**config.mk**
```make
export PLATFORM = sky130hd
export DESIGN_NAME = byte_pattern_all_occurrences
export DESIGN_NICKNAME = d
export VERILOG_FILES = /design/src/rtl/bpao_pkg.sv /design/src/rtl/byte_pattern_all_occurrences.sv /design/src/rtl/bpao_cfg.sv /design/src/rtl/bpao_window.sv /design/src/rtl/bpao_match.sv
export SDC_FILE = /design/constraint.sdc
export NUM_CORES = 1
export LEC_CHECK = 0
export ABC_AREA = 0
export BUFFER_PORTS_ARGS = -buffer_cell sky130_fd_sc_hd__buf_4
export CAP_MARGIN = 20
export CELL_PAD_IN_SITES_DETAIL_PLACEMENT = 0
export CELL_PAD_IN_SITES_GLOBAL_PLACEMENT = 1
export CORE_UTILIZATION = 45
export CTS_BUF_LIST = sky130_fd_sc_hd__clkbuf_4
export CTS_CLUSTER_DIAMETER = 100
export CTS_CLUSTER_SIZE = 20
export DETAILED_ROUTE_END_ITERATION = 7
export PLACE_DENSITY = 0.79
export SLEW_MARGIN = 40
export SYNTH_ARGS = -nofsm -noshare
export SYNTH_HDL_FRONTEND = slang
export SYNTH_SLANG_ARGS = --single-unit
```
**constraint.sdc**
```tcl
create_clock -name clk_i -period 6.5 [get_ports clk_i]
set_input_delay 0.65 -clock clk_i [delete_from_list [all_inputs] [get_ports clk_i]]
set_output_delay 0.65 -clock clk_i [all_outputs]
set_load 0.02 [all_outputs]
```
**src/rtl/bpao_pkg.sv**
```systemverilog
// Shared constants and helpers for the byte pattern search block.
package bpao_pkg;

  localparam int unsigned MaxPatternDefault   = 16;
  localparam int unsigned PositionBitsDefault = 32;

  localparam int unsigned ByteBits      = 8;
  localparam int unsigned StoredBytes   = 16;
  localparam int unsigned PatternBits   = StoredBytes * ByteBits;
  localparam int unsigned PatIdxBits    = 6;
  localparam int unsigned CfgIndexBits  = 2;
  localparam int unsigned CfgDataBits   = 64;
  localparam int unsigned LengthRegBits = 5;
  localparam int unsigned MatchPosBits  = 32;

  localparam logic [CfgIndexBits-1:0] CFG_PATTERN_LOW    = 2'd0;
  localparam logic [CfgIndexBits-1:0] CFG_PATTERN_HIGH   = 2'd1;
  localparam logic [CfgIndexBits-1:0] CFG_PATTERN_LENGTH = 2'd2;

  // Pattern byte at index idx; bytes past the stored sixteen read as zero.
  function automatic logic [ByteBits-1:0] pat_byte(
    input logic [PatternBits-1:0] pat,
    input logic [PatIdxBits-1:0]  idx
  );
    logic [ByteBits-1:0] b;
    b = pat[8*idx[3:0] +: 8];
    if (idx >= PatIdxBits'(StoredBytes)) begin
      b = '0;
    end
    return b;
  endfunction

endpackage

```
**src/rtl/byte_pattern_all_occurrences.sv**
```systemverilog
// Top level of the streaming byte pattern search.
//
// Usage: program the pattern over the cfg channel (index 0 = bytes 0..7,
// index 1 = bytes 8..15, index 2 = length 1..16) while the block is idle;
// cfg_ready_o is always high. Then stream the text one byte per request on
// the input channel, with text_start_i set on the first byte of each text.
// Every input request yields exactly one result request: match_found_o
// flags that an occurrence (overlaps included) ends at that byte and
// match_position_o gives its start index, zero otherwise.
// The request is held in the input register while the compare logic feeds
// the result register, which takes it once the result slot is free. Throughput
// is one byte per cycle while the receiver does not stall, set by the single
// compare pass over all pattern bytes. When the receiver stalls, the result
// register holds and the input register still takes one more request before
// in_ready_o drops.
// Reset empties both registers, clears the history and position, zeroes
// the pattern and sets the length to 1.
module byte_pattern_all_occurrences #(
  parameter int unsigned MAX_PATTERN   = bpao_pkg::MaxPatternDefault,
  parameter int unsigned POSITION_BITS = bpao_pkg::PositionBitsDefault
) (
  input  logic                                clk_i,
  input  logic                                rst_ni,
  input  logic                                cfg_valid_i,
  output logic                                cfg_ready_o,
  input  logic [bpao_pkg::CfgIndexBits-1:0]   cfg_index_i,
  input  logic [bpao_pkg::CfgDataBits-1:0]    cfg_data_i,
  input  logic                                in_valid_i,
  output logic                                in_ready_o,
  input  logic [7:0]                          text_byte_i,
  input  logic                                text_start_i,
  output logic                                out_valid_o,
  input  logic                                out_ready_i,
  output logic                                match_found_o,
  output logic [bpao_pkg::MatchPosBits-1:0]   match_position_o
);

  localparam int unsigned LenBits  = $clog2(MAX_PATTERN + 1);
  localparam int unsigned WinSlots = (MAX_PATTERN > 1) ? MAX_PATTERN - 1 : 1;

  logic [bpao_pkg::PatternBits-1:0]  pattern;
  logic [LenBits-1:0]                len_m1;
  logic [WinSlots*8-1:0]             win;
  logic [LenBits-1:0]                fill;
  logic [POSITION_BITS-1:0]          pos;
  logic                              hit;
  logic [bpao_pkg::MatchPosBits-1:0] match_pos;

  // Input register.
  logic       in_valid_q;
  logic [7:0] in_byte_q;
  logic       in_start_q;

  // Result register.
  logic                              out_valid_q;
  logic                              out_found_q;
  logic [bpao_pkg::MatchPosBits-1:0] out_pos_q;

  logic out_free;
  logic advance;

  assign cfg_ready_o = 1'b1;

  // Result slot frees up when empty or being drained this cycle.
  assign out_free   = !out_valid_q || out_ready_i;
  assign advance    = in_valid_q && out_free;
  assign in_ready_o = !in_valid_q || out_free;

  always_ff @(posedge clk_i or negedge rst_ni) begin
    if (!rst_ni) begin
      in_valid_q <= 1'b0;
    end else if (in_ready_o) begin
      in_valid_q <= in_valid_i;
    end
  end

  // Hold the payload until the register is refilled.
  always_ff @(posedge clk_i) begin
    if (in_ready_o && in_valid_i) begin
      in_byte_q  <= text_byte_i;
      in_start_q <= text_start_i;
    end
  end

  always_ff @(posedge clk_i or negedge rst_ni) begin
    if (!rst_ni) begin
      out_valid_q <= 1'b0;
    end else if (out_free) begin
      out_valid_q <= advance;
    end
  end

  always_ff @(posedge clk_i) begin
    if (advance) begin
      out_found_q <= hit;
      out_pos_q   <= match_pos;
    end
  end

  bpao_cfg #(
    .MAX_PATTERN (MAX_PATTERN),
    .LEN_BITS    (LenBits)
  ) u_cfg (
    .clk_i       (clk_i),
    .rst_ni      (rst_ni),
    .cfg_we_i    (cfg_valid_i && cfg_ready_o),
    .cfg_index_i (cfg_index_i),
    .cfg_data_i  (cfg_data_i),
    .pattern_o   (pattern),
    .len_m1_o    (len_m1)
  );

  // History advances as the buffered byte moves into the result register.
  bpao_window #(
    .MAX_PATTERN   (MAX_PATTERN),
    .POSITION_BITS (POSITION_BITS),
    .LEN_BITS      (LenBits),
    .WIN_SLOTS     (WinSlots)
  ) u_window (
    .clk_i     (clk_i),
    .rst_ni    (rst_ni),
    .advance_i (advance),
    .byte_i    (in_byte_q),
    .start_i   (in_start_q),
    .win_o     (win),
    .fill_o    (fill),
    .pos_o     (pos)
  );

  bpao_match #(
    .MAX_PATTERN   (MAX_PATTERN),
    .POSITION_BITS (POSITION_BITS),
    .LEN_BITS      (LenBits),
    .WIN_SLOTS     (WinSlots)
  ) u_match (
    .pattern_i   (pattern),
    .len_m1_i    (len_m1),
    .byte_i      (in_byte_q),
    .win_i       (win),
    .fill_i      (fill),
    .pos_i       (pos),
    .hit_o       (hit),
    .match_pos_o (match_pos)
  );

  assign out_valid_o      = out_valid_q;
  assign match_found_o    = out_found_q;
  assign match_position_o = out_pos_q;

endmodule

```
**src/rtl/bpao_cfg.sv**
```systemverilog
// Configuration registers: pattern bytes and clamped pattern length.
module bpao_cfg #(
  parameter int unsigned MAX_PATTERN = bpao_pkg::MaxPatternDefault,
  parameter int unsigned LEN_BITS    = $clog2(MAX_PATTERN + 1)
) (
  input  logic                                clk_i,
  input  logic                                rst_ni,
  input  logic                                cfg_we_i,
  input  logic [bpao_pkg::CfgIndexBits-1:0]   cfg_index_i,
  input  logic [bpao_pkg::CfgDataBits-1:0]    cfg_data_i,
  output logic [bpao_pkg::PatternBits-1:0]    pattern_o,
  output logic [LEN_BITS-1:0]                 len_m1_o
);

  logic [bpao_pkg::CfgDataBits-1:0]   pat_low_q;
  logic [bpao_pkg::CfgDataBits-1:0]   pat_high_q;
  logic [bpao_pkg::LengthRegBits-1:0] len_q;
  logic [6:0]                         len_eff;

  always_ff @(posedge clk_i or negedge rst_ni) begin
    if (!rst_ni) begin
      pat_low_q  <= '0;
      pat_high_q <= '0;
      len_q      <= bpao_pkg::LengthRegBits'(1);
    end else if (cfg_we_i) begin
      unique case (cfg_index_i)
        bpao_pkg::CFG_PATTERN_LOW:    pat_low_q  <= cfg_data_i;
        bpao_pkg::CFG_PATTERN_HIGH:   pat_high_q <= cfg_data_i;
        bpao_pkg::CFG_PATTERN_LENGTH: len_q      <= cfg_data_i[bpao_pkg::LengthRegBits-1:0];
        default: ;
      endcase
    end
  end

  // Clamp the length into 1..MAX_PATTERN.
  always_comb begin
    len_eff = {2'b00, len_q};
    if (len_q == '0) begin
      len_eff = 7'd1;
    end else if (len_eff > 7'(MAX_PATTERN)) begin
      len_eff = 7'(MAX_PATTERN);
    end
  end

  assign len_m1_o  = LEN_BITS'(len_eff - 7'd1);
  assign pattern_o = {pat_high_q, pat_low_q};

endmodule

```
**src/rtl/bpao_window.sv**
```systemverilog
// Text history: recent bytes, fill count and byte position of the current text.
module bpao_window #(
  parameter int unsigned MAX_PATTERN   = bpao_pkg::MaxPatternDefault,
  parameter int unsigned POSITION_BITS = bpao_pkg::PositionBitsDefault,
  parameter int unsigned LEN_BITS      = $clog2(MAX_PATTERN + 1),
  parameter int unsigned WIN_SLOTS     = (MAX_PATTERN > 1) ? MAX_PATTERN - 1 : 1
) (
  input  logic                        clk_i,
  input  logic                        rst_ni,
  input  logic                        advance_i,
  input  logic [7:0]                  byte_i,
  input  logic                        start_i,
  output logic [WIN_SLOTS*8-1:0]      win_o,
  output logic [LEN_BITS-1:0]         fill_o,
  output logic [POSITION_BITS-1:0]    pos_o
);

  localparam int unsigned WinDepth = MAX_PATTERN - 1;
  localparam int unsigned WinW     = WIN_SLOTS * 8;

  logic [WinW-1:0]          win_q, win_d;
  logic [LEN_BITS-1:0]      fill_q, fill_d;
  logic [POSITION_BITS-1:0] pos_q, pos_d;

  // A new text sees an empty history.
  assign win_o  = start_i ? '0 : win_q;
  assign fill_o = start_i ? '0 : fill_q;
  assign pos_o  = start_i ? '0 : pos_q;

  always_comb begin
    win_d  = WinW'({win_o, byte_i});
    fill_d = fill_o;
    if (fill_o < LEN_BITS'(WinDepth)) begin
      fill_d = fill_o + LEN_BITS'(1);
    end
    pos_d = pos_o;
    if (pos_o != '1) begin
      pos_d = pos_o + POSITION_BITS'(1);
    end
  end

  always_ff @(posedge clk_i or negedge rst_ni) begin
    if (!rst_ni) begin
      win_q  <= '0;
      fill_q <= '0;
      pos_q  <= '0;
    end else if (advance_i) begin
      win_q  <= win_d;
      fill_q <= fill_d;
      pos_q  <= pos_d;
    end
  end

endmodule

```
**src/rtl/bpao_match.sv**
```systemverilog
// Parallel compare of the pattern against the newest byte and the history.
module bpao_match #(
  parameter int unsigned MAX_PATTERN   = bpao_pkg::MaxPatternDefault,
  parameter int unsigned POSITION_BITS = bpao_pkg::PositionBitsDefault,
  parameter int unsigned LEN_BITS      = $clog2(MAX_PATTERN + 1),
  parameter int unsigned WIN_SLOTS     = (MAX_PATTERN > 1) ? MAX_PATTERN - 1 : 1
) (
  input  logic [bpao_pkg::PatternBits-1:0]  pattern_i,
  input  logic [LEN_BITS-1:0]               len_m1_i,
  input  logic [7:0]                        byte_i,
  input  logic [WIN_SLOTS*8-1:0]            win_i,
  input  logic [LEN_BITS-1:0]               fill_i,
  input  logic [POSITION_BITS-1:0]          pos_i,
  output logic                              hit_o,
  output logic [bpao_pkg::MatchPosBits-1:0] match_pos_o
);

  logic [WIN_SLOTS-1:0]     slot_ok;
  logic                     last_ok;
  logic [POSITION_BITS-1:0] start_pos;

  // History slot k holds the byte k+1 back; it must equal pattern byte len-2-k.
  for (genvar k = 0; k < WIN_SLOTS; k++) begin : g_slot
    logic       active;
    logic [7:0] idx;
    assign active = (8'(len_m1_i) > 8'(k));
    assign idx    = 8'(len_m1_i) - 8'(k + 1);
    assign slot_ok[k] = !active ||
      (bpao_pkg::pat_byte(pattern_i, idx[bpao_pkg::PatIdxBits-1:0]) == win_i[8*k +: 8]);
  end

  assign last_ok = (bpao_pkg::pat_byte(pattern_i,
                     bpao_pkg::PatIdxBits'(len_m1_i)) == byte_i);
  assign hit_o   = (fill_i >= len_m1_i) && last_ok && (&slot_ok);

  assign start_pos = pos_i - POSITION_BITS'(len_m1_i);

  if (POSITION_BITS >= bpao_pkg::MatchPosBits) begin : g_trunc
    assign match_pos_o = hit_o ? start_pos[bpao_pkg::MatchPosBits-1:0] : '0;
  end else begin : g_ext
    assign match_pos_o = hit_o ? bpao_pkg::MatchPosBits'(start_pos) : '0;
  end

endmodule

```
### Word-level counts from Yosys, hierarchy flattened

Cells that the tools add are included.

* add/sub/neg operators: 19
* multiply operators: 0
* divide/modulo/power cells: 0
* magnitude comparators: 34
* equal/unequal tests: 19
* shift-type cells: 16
* muxes and demuxes: 23
* bitwise operators: 0
* reductions and logical operators: 44

Operators by type and width (number)
* indexed part select 128 x 8 -> 8 bit: 16
* == test 8 bit: 16
* 2-to-1 mux 8 bit: 16
* 2-to-1 mux 120 bit: 1
* greater-or-equal comparator 6 x 5 -> 1 bit, second input constant: 15
* 2-to-1 mux 32 bit: 2
* subtractor 5 x 4 -> 6 bit, second input constant: 8
* greater-than comparator 5 x 4 -> 1 bit, second input constant: 7
* adder 32 x 1 -> 32 bit, second input constant: 1
* != test 32 bit, second input constant: 1
* subtractor 32 x 5 -> 32 bit: 1
* subtractor 5 x 3 -> 6 bit, second input constant: 4
* greater-than comparator 5 x 3 -> 1 bit, second input constant: 4
* 2-to-1 mux 5 bit: 4
* zero test 1 bit: 17
* logical OR 1 bit: 17
* AND reduction 15 bit: 1
* subtractor 5 x 2 -> 6 bit, second input constant: 2
* greater-than comparator 5 x 1 -> 1 bit, second input constant: 2
* greater-than comparator 5 x 2 -> 1 bit, second input constant: 2
* AND reduction 2 bit: 3
* subtractor 5 x 1 -> 6 bit, second input constant: 1
* adder 5 x 1 -> 5 bit, second input constant: 1
* greater-or-equal comparator 5 bit: 1
* 9 further kinds: 12

* bits in registers: 334
* bits in latches: 0
* memory bits (writable): 0
* memory bits (read-only): 0
* input port bits: 80
* output and inout bits: 36
* logic and storage cells: 167
* memories: 0

### Longest topological paths before layout

Gate-level depths: netlist of the first run.

* depth in word-level cells: 11
* gate-level depth with buffers: 29

### By module

Synthesis of the first run repeated with hierarchy kept, for this count alone.

* cells, all modules: 2282
* area total of the unflattened synthesis: 26990.9 µm²

Modules (own cells, without submodules)
* bpao_match: times used 1, cells an instance 1284, area an instance 12569.6 µm²
* bpao_window: times used 1, cells an instance 651, area an instance 7608.5 µm²
* bpao_cfg: times used 1, cells an instance 295, area an instance 5436.5 µm²
* byte_pattern_all_occurrences: times used 1, cells an instance 52, area an instance 1376.3 µm²

### Worst setup path before layout of the first run

OpenSTA, ideal clock, no wires.

* kind: register to register
* start point: register u_cfg.len_q[4] (netlist bit)
* end point: register out_pos_q (netlist bit match_position_o[10]) (data pin)
* data arrival time: 6.693 ns
* setup slack: -0.362 ns
* stages on the path, launching flop included: 28
* cells stage by stage: dfrtp_1 buf_4 or2b_1 clkbuf_1 clkbuf_1 clkbuf_1 clkbuf_1 ha_1 xnor2_2 inv_1 clkbuf_1 ha_1 buf_2 a21boi_0 o22ai_1 or4_1 buf_2 nand2_1 buf_2 buf_2 nor3_1 nor4_1 nor4bb_1 o21ai_0 a22o_1 a221o_1 buf_1 nor4b_2

* longest elaborated chain between the ends: 11
* elaborated cells between the ends (all ways): 134
* those cells by class: add/sub: 17; order compare: 33; eq/ne: 16; shift: 16; mux: 18; reduce/logical: 34

Ends and longest elaborated chain
* start, declared: RTL line bpao_cfg.sv:17 `logic [bpao_pkg::LengthRegBits-1:0] len_q;`
* start signal, assigned: RTL line bpao_cfg.sv:24 `len_q <= bpao_pkg::LengthRegBits'(1);`
* start signal, assigned: RTL line bpao_cfg.sv:29 `bpao_pkg::CFG_PATTERN_LENGTH: len_q <= cfg_data_i[bpao_pkg::LengthRegBits-1:0];`
* greater-than comparator 5 bit: RTL line bpao_cfg.sv:40 `end else if (len_eff > 7'(MAX_PATTERN)) begin`
* 2-to-1 mux 5 bit: RTL line bpao_cfg.sv:40
* 2-to-1 mux 5 bit *: RTL line bpao_cfg.sv:38 `if (len_q == '0) begin`
* subtractor 5 x 1 -> 5 bit *: RTL line bpao_cfg.sv:45 `assign len_m1_o = LEN_BITS'(len_eff - 7'd1);`
* subtractor 5 x 1 -> 6 bit, or another cell as far along: RTL line bpao_match.sv:27 `assign idx = 8'(len_m1_i) - 8'(k + 1);`
* indexed part select 128 x 8 -> 8 bit or greater-or-equal comparator 6 x 5 -> 1 bit (tied branches): RTL line bpao_pkg.sv:26, bpao_pkg.sv:27
* 2-to-1 mux 8 bit: RTL line bpao_pkg.sv:27 `if (idx >= PatIdxBits'(StoredBytes)) begin`
* == test 8 bit: RTL line bpao_match.sv:29 `(bpao_pkg::pat_byte(pattern_i, idx[bpao_pkg::PatIdxBits-1:0]) == win_i[8*k +: 8]);`
* logical OR 1 bit: RTL line bpao_match.sv:28 `assign slot_ok[k] = !active ||`
* AND reduction 15 bit: RTL line bpao_match.sv:34 `assign hit_o = (fill_i >= len_m1_i) && last_ok && (&slot_ok);`
* logical AND 1 bit: RTL line bpao_match.sv:34
* end signal, assigned: RTL line byte_pattern_all_occurrences.sv:96 `out_pos_q <= match_pos;`
* end, declared: RTL line byte_pattern_all_occurrences.sv:57 `logic [bpao_pkg::MatchPosBits-1:0] out_pos_q;`

Every way passes the cells marked *; elsewhere a longest branch is shown, timed or not.
A chain may end at the register's enable or synchronous reset.

### Worst setup path after layout of the first run

* start point: register u_cfg.len_q[3] (netlist bit)
* end point: register out_pos_q (netlist bit match_position_o[8]) (data pin)

The elaborated chain is that of the path after synthesis.

==> results.md, run 1 <==
* EDFF count, synth at 42
* Internal power contribution at 5.82 mW
* Via count of the first global-routing pass at 22,357
* Final count of negative-setup-slack endpoints at 0
* Max Used Layer: met5
* Setup repair after global routing missed its margin: no
* Net count after synthesis at 2,850
* Routed length per instance at 28.1 microns
* Die Wd at 241 microns
* Met2 Wirelength at 45,500 microns
* Yosys warning total at 0
* Total number of H-tree levels at 1
* Worst-skew pair later-pin latency at 870 ps
* Number of maximum-capacitance violations at 0
* Top cells by area, synth: sky130_fd_sc_hd__dfrtp_1, sky130_fd_sc_hd__mux4_2, sky130_fd_sc_hd__mux2_2
* Total Routing Usage GR at between 30% and 40%
* Area used by multi-input combinational logic at roughly 0.016 sq mm
* Count of standard-cell rows at 87
* TritonCTS buffer count at 21
* IO Count at between 100 and 150
* Layout filler cell count at 5,197
* Transition at the pin with the smallest max-transition slack at 937 ps
* Kind of start point of the critical path: flop
* Total wire length after detailed routing at 101,000 microns
* Worst EP required at 7190 ps
* Met1 routed wirelength after detailed routing at 41,500 microns
* Mean Syn Cell Area at ~9.4 sq um
* Slew HR at roughly 38%
* Layout cells sized above 1 at 21.0%
* Most frequent cells after synthesis: sky130_fd_sc_hd__nand2_1, sky130_fd_sc_hd__dfrtp_1, sky130_fd_sc_hd__o21ai_0
* Cell taking the most area after synthesis: sky130_fd_sc_hd__dfrtp_1
* Leakage component of the power at 10.8 nW
* Worst hold slack at 85.8 ps
* Combinational share of power at 71.2%
* Endpoint class of the critical path: flop
* Number of instances in the synthesized netlist at 2,743
* Vias per Instance at 6.60
* Final ANT Viol Nets at 0
* Residual overflow from global routing at 0
* Tmin final at 6140 ps
* Power dissipated by switching net loads at 6.63 mW
* Sequential cell area in the final layout at roughly 0.0086 sq mm
* Relative contribution of sequential cells to total power at 21.4%
* Arrival time at the worst endpoint at 6830 ps
* Worst min path class: primary input to flop
* Largest family of logic cells by synthesized area: simple AND/OR/NAND/NOR gates
* 1st-iter DRT viols at around 2,600
* Layout Area Growth over Synthesis at 10.9%
* GP Congestion at approximately 1.0
* Crit path kind: flop to flop
* Wire length on met3 at 8500 microns
* HPWL after detailed placement at 77,600 microns
* Top-area cell type share of the netlist area at 28.3%
* FMAX at 163 MHz
* Sequential element share of the synthesized area at 33.3%
* Number of hold-slack violations in the final timing report at 0
* Total number of vias at 23,767
* Switching power share of the total at 53.3%
* Initial standard-cell utilization of the core at 45.5%
* Die extent in y at around 240 microns
* Port buffer count at 114
* Setup Fix Bufs, Post-CTS at 0
* Status: complete, no violations
* Root buf cell: sky130_fd_sc_hd__clkbuf_4
* Xor and xnor fraction of the mapped netlist area at 4.03%
* Synthesized-area fraction occupied by and/or/nand/nor cells at 19.9%
* Final critical-path share of the clock period at between 90% and 100%
* Maximum fanout encountered on the critical timing path at 33
* Synthesized-area fraction occupied by ao, oa, aoi and oai cells at 18.5%
* Total number of nets in the final design at just under 3,000
* Clock-pin transition on the worst setup and hold timing paths at 240 ps
* Final-report max-slew violation count at 0
* Pre-antenna DRT Iters at 8
* Clock Sink Count at 334
* Post-synth top flop: sky130_fd_sc_hd__dfrtp_1
* Library cell with the highest instance count after synthesis: sky130_fd_sc_hd__nand2_1
* Full die area at just under 0.06 sq mm
* Maximum number of pins on one net before global-route repair at 149
* Summed negative setup slack over all endpoints at 0 ps
* Post-synthesis sequential element count at 334
* CTS tree: yes
* Fin Clk Skew at ~49 ps
* Power share of the clock group at 7.5%
* Post-synthesis async set-or-reset flop share at between 80% and 90%
* Antenna violations before repair at 2
* Total power divided by cell area at 436 mW/mm^2
* Share of synthesized area spent on multiplexers at 18.5%
* Worst-case clock buffer depth at 3
* Detailed-route DRC error count at 0
* Count of cell types in the netlist at 98
* Wire length of the first global-routing pass at 149,000 microns
* Peak ir drop on the vdd network at around 280 uV
* Post-Synthesis Cell Area at 0.0257 sq mm
* Adder-Cell Fraction of Synth Area at 1.42%
* Core ar. at 0.0565 sq mm
layout by cell type, fill, tap and decap left out, types with 26 or more instances in the layout:
cell type / instances
sky130_fd_sc_hd__a211o_1: 55
sky130_fd_sc_hd__a21oi_1: 75
sky130_fd_sc_hd__a22oi_1: 44
sky130_fd_sc_hd__a31oi_1: 26
sky130_fd_sc_hd__and3_1: 48
sky130_fd_sc_hd__buf_4: 194
sky130_fd_sc_hd__clkbuf_4: 31
sky130_fd_sc_hd__dfrtp_1: 291
sky130_fd_sc_hd__dlygate4sd3_1: 72
sky130_fd_sc_hd__edfxtp_1: 42
sky130_fd_sc_hd__inv_1: 52
sky130_fd_sc_hd__mux2_2: 149
sky130_fd_sc_hd__mux4_2: 123
sky130_fd_sc_hd__nand2_1: 376
sky130_fd_sc_hd__nand3_1: 86
sky130_fd_sc_hd__nand4_1: 55
sky130_fd_sc_hd__nor2_1: 127
sky130_fd_sc_hd__nor2b_1: 28
sky130_fd_sc_hd__nor3_1: 59
sky130_fd_sc_hd__nor4b_2: 29
sky130_fd_sc_hd__o211ai_1: 47
sky130_fd_sc_hd__o21ai_0: 251
sky130_fd_sc_hd__o22ai_1: 26
sky130_fd_sc_hd__xnor2_1: 69
sky130_fd_sc_hd__xor2_1: 41
worst paths after layout:
kind	startpoint	to	slack, ps	cells after the start
max	u_cfg.len_q[3]	match_position_o[8]	360	20
min	cfg_data_i[3]	u_cfg.len_q[3]	90	2
max reg2reg	u_cfg.len_q[3]	match_position_o[8]	360	20
min reg2reg	u_window.fill_q[4]	u_window.fill_q[3]	510	1
max in group asynchronous	rst_ni	u_cfg.pat_high_q[63]	4910	4
min in group asynchronous	rst_ni	u_window.win_q[90]	320	2
repair_timing:
action / CTS / global route
hold buffers: 72 / 0
setup endpoints to repair: 0 / 33
hold endpoints to repair: 201 / 0
resized for setup: 0 / 11
critical path, stage by stage, from the launching register on:
cell and delay (ps):
sky130_fd_sc_hd__dfrtp_1 490, sky130_fd_sc_hd__or4_1 610, sky130_fd_sc_hd__nand2_8 140, sky130_fd_sc_hd__inv_8 30, sky130_fd_sc_hd__ha_1 220, sky130_fd_sc_hd__xnor2_2 200, sky130_fd_sc_hd__inv_1 120, sky130_fd_sc_hd__ha_1 270
sky130_fd_sc_hd__a21boi_0 270, sky130_fd_sc_hd__o22ai_2 170, sky130_fd_sc_hd__or4_4 640, sky130_fd_sc_hd__nand2_4 210, sky130_fd_sc_hd__nor3_1 90, sky130_fd_sc_hd__nor4_1 380, sky130_fd_sc_hd__or4b_1 460, sky130_fd_sc_hd__a21boi_1 170
sky130_fd_sc_hd__o211ai_1 210, sky130_fd_sc_hd__a2111oi_2 530, sky130_fd_sc_hd__o2111ai_4 190, sky130_fd_sc_hd__buf_12 220, sky130_fd_sc_hd__nor4b_1 320
flip-flops by register name, indices dropped and copies added (netlist names):
name              cells
in_byte_q             8
u_cfg.pat_high_q     64
out_valid_o           1
match_found_o         1
u_cfg.pat_low_q      64
u_window.fill_q       5
u_window.win_q      120
in_valid_q            1
u_cfg.len_q           5
u_window.pos_q       32
match_position_o     32
in_start_q            1
metal layers:
layer / up-vias / track usage (%)
li1: 10537 / -
met1: 11932 / 46.5
met2: 1080 / 54.2
met3: 216 / 6.74
met4: 2 / 16.1
met5: - / 0
power groups by stage:
stage	Combinational [mW]	Clock, mW	Sequential, mW
after floorplan	5.42	0	2.57
final	8.86	0.930	2.66
after global placement	8.36	0	2.67
after CTS	8.59	0.974	2.65
after detailed placement	8.52	0	2.69
after global routing	9.22	1.03	2.70
kinds of logic after synthesis:
| kind of cell | count (synthesis) |
|---|---|
| muxes | 299 |
| DFF | 334 |
| AOI/OAI and AO/OA | 718 |
| buffers and inverters | 273 |
| and+or+nand+nor | 974 |
| adders and majority gates | 29 |
| xor gates and xnor gates | 115 |
| other | 1 |
cell type report:
class,instances,share of cell area [%]
multi-input cells,2136,56.6
flip-flops and latches,334,30.0
repair buffers,277,8.26
well taps,756,3.31
inverters,60,0.824
clock buffers,31,0.816
clock inverters,5,0.132
diodes,1,0.00877
per-stage QoR:
stage	std cells	worst slack (ps)	total power, mW	area, sq um	util [%]
detailed placement	3490	93.1	11.2	27400	48.6
global placement	3490	267	11.0	27400	48.5
CTS	3598	56.8	12.2	28400	50.3
global route	3600	35.9	12.9	28500	50.5
finish	3600	360	12.5	28500	50.5
floorplan	2743	29.4	7.99	25800	-
Note: power is estimated with default switching activity, not from simulation.
==> inputs of run 2 (changes only) <==
clock period = 4.95 ns   (was 6.5 ns; I/O delays follow)
==> run 2 against run 1 <==
  * The run now ends with negative setup slack left
  * Clock power is 33% higher
  * Hold slack better by 50 ps
  * Sequential cell count stayed put
  * Worst setup slack worse by 1000 ps
  * Cell area is 11% higher
  * Die area stayed put
  * Combinational power is 56% higher
  * Cell count is 8.8% higher
  * Register-to-register slack worse by 1000 ps
  * Total power is 49% higher
  * Via count is 6.5% higher
  * Clock skew is 1.2 ps lower
  * Critical path type unchanged
  * Critical endpoint is now match_position_o[28]
  * Largest power group unchanged
==> results.md, run 2 (same netlist as run 1, synthesis figures left out) <==
* TritonCTS buffer count at 23
* Pre-antenna DRT Iters at 6
* Worst-case clock buffer depth at 3
* Detailed-route DRC error count at 0
* Start point of the critical path: u_cfg.len_q[2]
* Power dissipated by switching net loads at 9.25 mW
* Port buffer count at 114
* Setup Slack @ Placement at -727 ps
* Transition at the pin with the smallest max-transition slack at about 890 ps
* Wire length of the first global-routing pass at around 160,000 microns
* Number of maximum-capacitance violations at 0
* Count of standard-cell rows at 87
* Die Wd at 241 microns
* Kind of start point of the critical path: flop
* Vias per Instance at 6.46
* Maximum fanout encountered on the critical timing path at 43
* Cell family with the largest share of critical-path delay: compound AO/OA/AOI/OAI gates
* CTS tree: yes
* Initial standard-cell utilization of the core at 45.5%
* Crit path kind: flop to flop
* Fin Clk Skew at between 40 and 50 ps
* Worst path most repeated cell: sky130_fd_sc_hd__buf_4
* Failing checks: negative setup slack
* Worst min path class: primary input to asynchronous set/reset pin
* Internal power contribution at ~9.3 mW
* Total number of vias at ~25,000
* Buffer and inverter count on the worst path at 4
* Power share of the clock group at roughly 6.7%
* Summed negative setup slack over all endpoints at -20,120 ps
* Met2 Resource Use GR at 57.3%
* Total wire length after detailed routing at 108,000 microns
* GR met1 Demand/Resource at 48.9%
* Final critical-path share of the clock period at 113%
* Setup repair after global routing missed its margin: yes
* Most frequent standard cell in the layout excluding fill and tap cells: sky130_fd_sc_hd__buf_4
* Delay of the slowest critical-path stage at 700 ps
* Final ANT Viol Nets at 0
* Die extent in y at ~240 microns
* Total Routing Usage GR at 36.9%
* Source of the worst register-to-register timing path: u_cfg.len_q[2]
* Biggest regs: u_window.win_q (120), u_cfg.pat_high_q (64), u_cfg.pat_low_q (64)
* Critical Path, Cell by Cell: or4_4 > nand2_8 > buf_4 > buf_4 > mux2_2 > o21ai_0 > o221ai_1 > buf_4 > nor4b_1 > a31oi_1 > o22ai_1 > nand4_1 > o41a_1 > nor2_1 > buf_12 > nor4b_2
* Root buf cell: sky130_fd_sc_hd__clkbuf_4
* Routed length per instance at 27.5 microns
* Full die area at 0.0581 sq mm
* Combinational share of power at 74.5%
* Number of hold-slack violations in the final timing report at 0
* Antenna violations before repair at 2
* Maximum number of pins on one net before global-route repair at 241
* GP Congestion at 1.09
* Leakage component of the power at about 13 nW
* Register containing the most flip-flops in the final layout: u_window.win_q
* Worst EP required at 5620 ps
* Residual overflow from global routing at 0
* Worst-skew pair later-pin latency at a little under 900 ps
* FMAX at 178 MHz
* Layout Area Growth over Synthesis at 23.1%
* Layer carrying the most global-route usage: met2
* Switching power share of the total at 49.9%
* Peak ir drop on the vdd network at 589 uV
* Largest register FFs at 120
* Total power divided by cell area at between 500 and 600 mW/mm^2
* Final count of negative-setup-slack endpoints at 33
* Relative contribution of sequential cells to total power at 18.8%
* Status: finished with violations
* 1st-iter DRT viols at approximately 2,600
* IO Count at 116
* Endpoint class of the critical path: flop
* Highest-count cells in the layout ignoring fill and taps: sky130_fd_sc_hd__buf_4, sky130_fd_sc_hd__nand2_1, sky130_fd_sc_hd__dfrtp_1, sky130_fd_sc_hd__o21ai_0, sky130_fd_sc_hd__mux2_2
* Layout cells sized above 1 at 29.6%
* Slew HR at 40.2%
* Met3 track demand over resource at 7.31%
* Total number of H-tree levels at 1
* Core ar. at around 0.056 sq mm
* Via count of the first global-routing pass at 23,959
* Arrival time at the worst endpoint at between 6000 and 7000 ps
* Total number of nets in the final design at ~3,300
* HPWL after detailed placement at 83,300 microns
* Final setup slack of the worst path at -654 ps
* Clock Sink Count at around 330
* Final-report max-slew violation count at 0
* Clock-pin transition on the worst setup and hold timing paths at between 200 and 250 ps
* Cell with the largest stage delay on the worst path: sky130_fd_sc_hd__o21ai_0
* Tmin final at between 5000 and 6000 ps
[run 2: changes by cell type in the layout (fill, tap and decap cells not counted), moves of 4 or more]
cell / delta
sky130_fd_sc_hd__dlygate4sd3_1: +5
sky130_fd_sc_hd__clkbuf_16: +4
sky130_fd_sc_hd__clkbuf_4: -5
sky130_fd_sc_hd__buf_4: +283
sky130_fd_sc_hd__buf_12: +16
sky130_fd_sc_hd__o2111ai_1: -4
sky130_fd_sc_hd__ha_1: -4
sky130_fd_sc_hd__nor4b_2: -14
sky130_fd_sc_hd__nor4b_4: +15
sky130_fd_sc_hd__nor3_2: +4
sky130_fd_sc_hd__nor3_1: -5
sky130_fd_sc_hd__diode_2: +4
[run 2: repair_timing]
| action | CTS | global route |
|---|---|---|
| pin swaps | 8 | 23 |
| endpoints found under the setup margin | 33 | 33 |
| resized for setup | 14 | 30 |
| setup buffers | 1 | 9 |
| hold endpoints to repair | 435 | 0 |
| cloned | 0 | 5 |
| hold buffers | 77 | 0 |
[run 2: path summary, 6_finish.rpt]
path                       slack (ps)  depth (start not counted)                    to
max                              -650                         16  match_position_o[28]
min                               140                          3   u_window.win_q[107]
max reg2reg                      -650                         16  match_position_o[28]
min reg2reg                       530                          1    u_window.fill_q[3]
max in group asynchronous        3890                          4     u_window.win_q[3]
min in group clk_i                210                          5    u_cfg.pat_low_q[8]
[run 2: area by class of cell]
type | instances | area, sq um
tap | 756 | 946
sequential | 334 | 8570
fill | 4918 | 24800
clock buffer | 26 | 195
clock inverter | 9 | 91.3
timing repair buffer | 589 | 5030
antenna | 5 | 12.5
multi-input combinational | 2136 | 16600
inverter | 60 | 236
[run 2: metal layers]
| layer | routed length (microns) | share of wire (%) | vias to the layer above |
|---|---|---|---|
| met3 | 9330 | 8.7 | 258 |
| met1 | 43800 | 41 | 12653 |
| met4 | 6480 | 6.0 | 0 |
| met5 | 0 | 0 | - |
| met2 | 48200 | 45 | 1207 |
| li1 | - | - | 11192 |
[run 2: worst register-to-register path, stage by stage (launching register included)]
cell and delay (ps):
sky130_fd_sc_hd__dfrtp_1 430, sky130_fd_sc_hd__or4_4 590, sky130_fd_sc_hd__nand2_8 120, sky130_fd_sc_hd__buf_4 110, sky130_fd_sc_hd__buf_4 500, sky130_fd_sc_hd__mux2_2 450, sky130_fd_sc_hd__o21ai_0 700, sky130_fd_sc_hd__o221ai_1 410
sky130_fd_sc_hd__buf_4 270, sky130_fd_sc_hd__nor4b_1 230, sky130_fd_sc_hd__a31oi_1 80, sky130_fd_sc_hd__o22ai_1 170, sky130_fd_sc_hd__nand4_1 190, sky130_fd_sc_hd__o41a_1 500, sky130_fd_sc_hd__nor2_1 210, sky130_fd_sc_hd__buf_12 210
sky130_fd_sc_hd__nor4b_2 250
[run 2: power groups by stage]
| stage | clock (mW) | sequential, mW | combinational (mW) |
|---|---|---|---|
| final | 1.24 | 3.49 | 13.8 |
| after detailed placement | 0 | 3.52 | 13.0 |
| after CTS | 1.28 | 3.47 | 13.2 |
| after global routing | 1.37 | 3.53 | 14.4 |
| after global placement | 0 | 3.50 | 12.8 |
| after floorplan | 0 | 3.37 | 7.40 |
[run 2: stage by stage]
step	instances	utilization, %	total power [mW]	hold WS (ps)	area, sq um
floorplan	2743	-	10.8	199	26100
global placement	3779	53.0	16.3	466	30000
detailed placement	3780	53.1	16.5	501	30000
CTS	3893	55.1	17.9	233	31200
global route	3913	56.0	19.3	118	31700
finish	3915	56.1	18.5	136	31700
